$ cat src/rtl/psp_pkg.sv
// Shared types, constants and codes for the polyphonic sample player.
package psp_pkg;

    localparam int VOICE_COUNT     = 8;
    localparam int FRAME_ADDR_BITS = 16;

    localparam int VOICE_BITS  = (VOICE_COUNT > 1) ? $clog2(VOICE_COUNT) : 1;
    localparam int STORE_DEPTH = 1 << FRAME_ADDR_BITS;
    localparam int LEN_W       = (FRAME_ADDR_BITS + 1 > 17) ? FRAME_ADDR_BITS + 1 : 17;
    localparam int CMP_W       = (LEN_W > 24) ? LEN_W : 24;
    localparam int POS_W       = 40;
    localparam int LEVEL_W     = 16;
    localparam int VOICE_W     = POS_W + LEVEL_W;
    localparam int FRAME_W     = 32;
    localparam int ACC_W       = 32;
    localparam int CNT_W       = 7;
    localparam int CNT_MAX     = 15;
    localparam int ACT_MAX     = (VOICE_COUNT < CNT_MAX) ? VOICE_COUNT : CNT_MAX;
    localparam int OUT_W       = 24;

    // Configuration register indexes
    localparam logic [1:0] CFG_RATE_STEP     = 2'd0;
    localparam logic [1:0] CFG_MASTER_GAIN   = 2'd1;
    localparam logic [1:0] CFG_SAMPLE_LENGTH = 2'd2;
    localparam logic [1:0] CFG_SOURCE_STEREO = 2'd3;

    // Reset values of the configuration registers
    localparam logic [23:0] RATE_STEP_RST     = 24'd65536;
    localparam logic [15:0] MASTER_GAIN_RST   = 16'd32768;
    localparam logic [16:0] SAMPLE_LENGTH_RST = 17'd0;
    localparam logic        SOURCE_STEREO_RST = 1'b1;

    typedef enum logic [1:0] {
        CMD_LOAD   = 2'd0,
        CMD_NOTE   = 2'd1,
        CMD_TICK   = 2'd2,
        CMD_UNUSED = 2'd3
    } t_cmd;

    typedef enum logic [3:0] {
        S_IDLE,
        S_VREAD,
        S_VEVAL,
        S_F0,
        S_F1,
        S_MUL,
        S_ADD,
        S_SCALE,
        S_ACC,
        S_DONE
    } t_state;

    typedef struct packed {
        t_cmd               command;
        logic [15:0]        load_address;
        logic signed [15:0] load_left;
        logic signed [15:0] load_right;
        logic [15:0]        note_gain;
    } t_in;

    typedef struct packed {
        logic signed [23:0] out_left;
        logic signed [23:0] out_right;
        logic [3:0]         active_count;
    } t_out;

    // Step strobes from the sequencer to the mixing datapath
    typedef struct packed {
        logic clear;
        logic load_g;
        logic load_f0;
        logic load_f1;
        logic mul;
        logic add;
        logic scale;
        logic acc;
    } t_mix_ctl;

endpackage

$ cat src/rtl/psp_mix.sv
// Per-voice interpolation, gain scaling and stereo accumulation datapath.
module psp_mix import psp_pkg::*; (
    input  logic                     i_clk,
    input  t_mix_ctl                 i_ctl,
    input  logic [FRAME_W-1:0]       i_frame,
    input  logic [15:0]              i_frac,
    input  logic [LEVEL_W-1:0]       i_level,
    input  logic [15:0]              i_master,
    input  logic                     i_stereo,
    output logic signed [OUT_W-1:0]  o_left,
    output logic signed [OUT_W-1:0]  o_right
);

    logic [15:0]             r_frac;
    logic [31:0]             r_g;
    logic [FRAME_W-1:0]      r_f0;
    logic [FRAME_W-1:0]      r_f1;
    logic signed [33:0]      r_pl;
    logic signed [33:0]      r_pr;
    logic signed [15:0]      r_l;
    logic signed [15:0]      r_r;
    logic signed [48:0]      r_cl;
    logic signed [48:0]      r_cr;
    logic signed [ACC_W-1:0] r_sum_l;
    logic signed [ACC_W-1:0] r_sum_r;

    logic signed [16:0] dl;
    logic signed [16:0] dr;
    logic signed [16:0] frac_s;
    logic signed [17:0] il;
    logic signed [17:0] ir;
    logic signed [32:0] g_s;
    logic signed [48:0] sh_l;
    logic signed [48:0] sh_r;

    // Differences, interpolated values and shifted contributions
    always_comb begin
        frac_s = $signed({1'b0, r_frac});
        dl     = 17'($signed(r_f1[15:0])) - 17'($signed(r_f0[15:0]));
        dr     = 17'($signed(r_f1[31:16])) - 17'($signed(r_f0[31:16]));
        il     = 18'($signed(r_f0[15:0])) + 18'(r_pl >>> 16);
        ir     = 18'($signed(r_f0[31:16])) + 18'(r_pr >>> 16);
        g_s    = $signed({1'b0, r_g});
        sh_l   = r_cl >>> 22;
        sh_r   = r_cr >>> 22;
    end

    // Advance one step per strobe
    always_ff @(posedge i_clk) begin
        if (i_ctl.load_g) begin
            r_frac <= i_frac;
            r_g    <= 32'(i_level) * 32'(i_master);
        end
        if (i_ctl.load_f0) begin
            r_f0 <= i_frame;
        end
        if (i_ctl.load_f1) begin
            r_f1 <= i_frame;
        end
        if (i_ctl.mul) begin
            r_pl <= frac_s * dl;
            r_pr <= frac_s * dr;
        end
        if (i_ctl.add) begin
            r_l <= il[15:0];
            r_r <= i_stereo ? ir[15:0] : il[15:0];
        end
        if (i_ctl.scale) begin
            r_cl <= r_l * g_s;
            r_cr <= r_r * g_s;
        end
        if (i_ctl.clear) begin
            r_sum_l <= '0;
            r_sum_r <= '0;
        end else if (i_ctl.acc) begin
            r_sum_l <= r_sum_l + $signed(sh_l[ACC_W-1:0]);
            r_sum_r <= r_sum_r + $signed(sh_r[ACC_W-1:0]);
        end
    end

    // Saturate the sums to the output range
    localparam logic signed [ACC_W-1:0] SAT_MAX = ACC_W'((1 << (OUT_W - 1)) - 1);
    localparam logic signed [ACC_W-1:0] SAT_MIN = -ACC_W'(1 << (OUT_W - 1));

    always_comb begin
        if (r_sum_l > SAT_MAX) begin
            o_left = SAT_MAX[OUT_W-1:0];
        end else if (r_sum_l < SAT_MIN) begin
            o_left = SAT_MIN[OUT_W-1:0];
        end else begin
            o_left = r_sum_l[OUT_W-1:0];
        end
        if (r_sum_r > SAT_MAX) begin
            o_right = SAT_MAX[OUT_W-1:0];
        end else if (r_sum_r < SAT_MIN) begin
            o_right = SAT_MIN[OUT_W-1:0];
        end else begin
            o_right = r_sum_r[OUT_W-1:0];
        end
    end

endmodule

$ cat config.mk
export PLATFORM = sky130hd
export DESIGN_NAME = psp_mix
export DESIGN_NICKNAME = d
export VERILOG_FILES = /design/src/rtl/psp_pkg.sv /design/src/rtl/psp_mix.sv
export SDC_FILE = /design/constraint.sdc
export NUM_CORES = 2
export LEC_CHECK = 0
export BUFFER_PORTS_ARGS = -buffer_cell sky130_fd_sc_hd__buf_2
export CORE_UTILIZATION = 60
export CTS_BUF_LIST = sky130_fd_sc_hd__clkbuf_8
export DETAILED_ROUTE_END_ITERATION = 7
export HOLD_SLACK_MARGIN = 0.12
export PLACE_DENSITY_LB_ADDON = 0.15
export SYNTH_ARGS = -nofsm -noshare
export SYNTH_HDL_FRONTEND = slang
export SYNTH_SLANG_ARGS = --single-unit
$ cat constraint.sdc
create_clock -name i_clk -period 8.25 [get_ports i_clk]
set_clock_uncertainty 0.2 [all_clocks]
set_input_delay 1.2375 -clock i_clk [delete_from_list [all_inputs] [get_ports i_clk]]
set_output_delay 1.2375 -clock i_clk [all_outputs]
set_load 0.02 [all_outputs]
==> metrics.csv <==
metric;value;unit
fin crit share;0.9871;
Setup WS post-layout;106.4;ps
CTS tree;done;
# IOs;138;
dpl cells;9411;
DRT iter0 DRCs;3226;
Std-Cell Rows;126;
largest net degree at the start of global routing;56;
CTS Buffer Depth;3;
worst-margin pin slew;1135;ps
M1 GR Usage;0.3961;
worst hold path depth;2;
GPL Wtd Cong;0.9298;
wire length per cell;18.94;um
die width;348.4;um
met2 GRT Util;0.5346;
Post-synth EDFFs;230;
gr busiest metal;met2;
layout cell share with drive strength beyond 1;0.07492;
syn_area_per_cell;9.254;um^2
Seq/Total Area, Yosys;0.1137;
R2R setup slack;110;ps
dpl ws;-318.1;ps
first-pass GRT wire length;294.2;mm
TritonCTS Buffers;55;
post-route ant nets;0;
Finished Layout Cells;9545;
Layout area overhead;7.058;%
crit-path leading delay family;adder cells;
Clock Pin Slew Worst Setup and Hold Paths;60;ps
final instance area;77070;um^2
setup TNS;0;ps
CP Capture Type;flop;
CP max stage cell;fa_1;
WP buf/inv;4;
fill count;9740;
Crit path arrival time;8420;ps
Vias/cell;5.497;
max-slew violation count;0;
H-tree depth;2;
dpl cell area;75280;um^2
GR Overflow Total;0;
Final Critical Period;8144;ps
r2r worst-path depth;33;
routing usage on met3;0.03842;
Critical Path RT;8530;ps
die height;348.4;um
RSZ-0062 raised after global routing;yes;
# port buffers;137;
slowest stage delay, CP;550;ps
status;finished, final reports clean;
relative slew slack;0.2436;
core box area;118600;um^2
Synth Flop Type;edfxtp_1;
Hold Crit Class;reg -> reg;
fmax;122.8;MHz
Final Setup Violations;0;
Starting Density;0.6072;
GRT Overall Usage;0.3083;
Residual DRC;0;
initial antenna violation count;3;
fin nets;10190;
critical path class;reg -> reg;
Pre-Repair DR Iteration Count;5;
Skew-Pair Late Insertion Delay;750;ps
post-synthesis sequential element count;294;
FFs w/ async S/R, synth;0;
placed wire-length estimate;147.3;mm
Synth cell types;76;
Post-Syn Nets;10080;
synth warn;0;
Setup crit start kind;flop;
CP max FO;7;
Die ar.;121400;um^2
Vias;52470;
MaxCap Viol Count;0;
CTS sink count;294;
Stages on worst setup path;33;
final hold vios;0;
Post-Syn Instances;7779;
clk root buf;clkbuf_8;
vias in the first global route;56530;
Syn Std Cell Area;71990;um^2
most frequent CP cell;fa_1;
DRT Wirelength;180.8;mm
## layout by cell type, fill, tap and decap left out, types with 15 or more instances in the layout
cell type and instances:
nor2b_1 97, nand4_1 26, inv_1 1741, nand2b_1 90, edfxtp_1 230, nor3_1 50
o21bai_1 23, o21ai_0 86, and2_1 591, xor2_1 62, o211ai_1 15, a211oi_1 18
a21oi_1 155, or2_2 15, buf_4 241, a31oi_1 21, xnor2_1 124, nand2_1 1133
ha_1 746, nor2_1 198, buf_2 137, nand3_1 54, fa_1 1447, dfxtp_1 64
a21o_1 122, or3_1 16, o21a_1 36, clkbuf_8 55, mux2i_1 37, and3_1 38
## worst min-delay path, delay by kind of cell, from the launching register on
kind             cells  cell delay (ps)
AO/OA/AOI/OAI        1               60
flip-flops           1              330
AND/OR/NAND/NOR      1               60
## layer usage
metal  vias to the layer above  part of all wire
met5                         -                 0
met4                         0             0.041
met3                       383             0.062
met2                      1745              0.49
met1                     26590              0.41
li1                      23750                 -
## worst paths after layout
kind                            start                  endpoint
max                r_f0[16]$_DFFE_PP_        r_pr[30]$_DFFE_PP_
min          r_sum_l[20]$_SDFFE_PP0P_  r_sum_l[20]$_SDFFE_PP0P_
max reg2reg        r_f0[16]$_DFFE_PP_        r_pr[30]$_DFFE_PP_
min reg2reg  r_sum_l[20]$_SDFFE_PP0P_  r_sum_l[20]$_SDFFE_PP0P_
## cell type report
cell class	count	area [um^2]	area share
multi-input combinational	5415	56530	0.7335
sequential	294	8188	0.1062
inverter	1732	6501	0.08436
timing repair buffer	400	2816	0.03655
tap	1600	2002	0.02598
clock buffer	55	757.0	0.009822
clock inverter	46	270.3	0.003507
antenna	3	7.507	0.00009741
## flip-flops by register name (all words and copies together) (netlist names)
register / cells
r_f1: 32
r_sum_r: 32
r_frac: 16
r_g: 32
r_pl: 16
r_l: 16
r_sum_l: 32
r_cl: 27
r_pr: 16
r_r: 16
r_cr: 27
r_f0: 32
## cells by family after synthesis
logic type / Yosys count / synth area share
xor+xnor: 194 / 0.02360
simple gates: 2354 / 0.1567
mux: 46 / 0.006553
compound gates: 615 / 0.05684
fa+ha+maj: 2206 / 0.5346
flops: 294 / 0.1137
buf+inv: 2070 / 0.1079
## per-stage QoR
step | hold slack [ps] | utilization
global placement | 287.6 | 0.6350
detailed placement | 290.8 | 0.6350
CTS | 300.5 | 0.6442
global route | 338.6 | 0.6500
floorplan | 251.5 | -
finish | 296.8 | 0.6501
## what timing repair did
item	4_1_cts	5_1_grt
hold buffers	0	0
setup buffers	1	29
endpoints found under the setup margin	12	20
gates resized for setup	17	97
pin swaps	2	60
## cell usage after synthesis (5+ instances only)
library cell	n	area share
a2111oi_0	5	0.00061
a211o_1	6	0.00073
a211oi_1	24	0.0025
a21boi_0	11	0.0011
a21boi_1	5	0.00052
a21o_1	122	0.013
a21oi_1	165	0.011
a31oi_1	22	0.0019
a41oi_1	7	0.00085
and2_1	592	0.051
and3_1	39	0.0034
and4_1	5	0.00061
buf_1	8	0.00042
clkbuf_1	330	0.017
dfxtp_1	64	0.018
edfxtp_1	230	0.096
fa_1	1450	0.40
ha_1	756	0.13
inv_1	1731	0.090
mux2_2	9	0.0014
mux2i_1	37	0.0051
nand2_1	1140	0.059
nand2b_1	92	0.0080
nand3_1	55	0.0038
nand4_1	26	0.0023
nor2_1	201	0.010
nor2b_1	100	0.0087
nor3_1	50	0.0035
nor4_1	6	0.00052
o2111ai_1	5	0.00061
o211ai_1	15	0.0016
o21a_1	37	0.0039
o21ai_0	93	0.0065
o21ai_1	9	0.00063
o21bai_1	23	0.0024
o31ai_1	10	0.0010
or2_2	15	0.0013
or3_1	19	0.0017
xnor2_1	130	0.016
xor2_1	64	0.0078
Power is not shown: default switching activity piles up to over one toggle a cycle in this logic, so the estimate is an artifact.
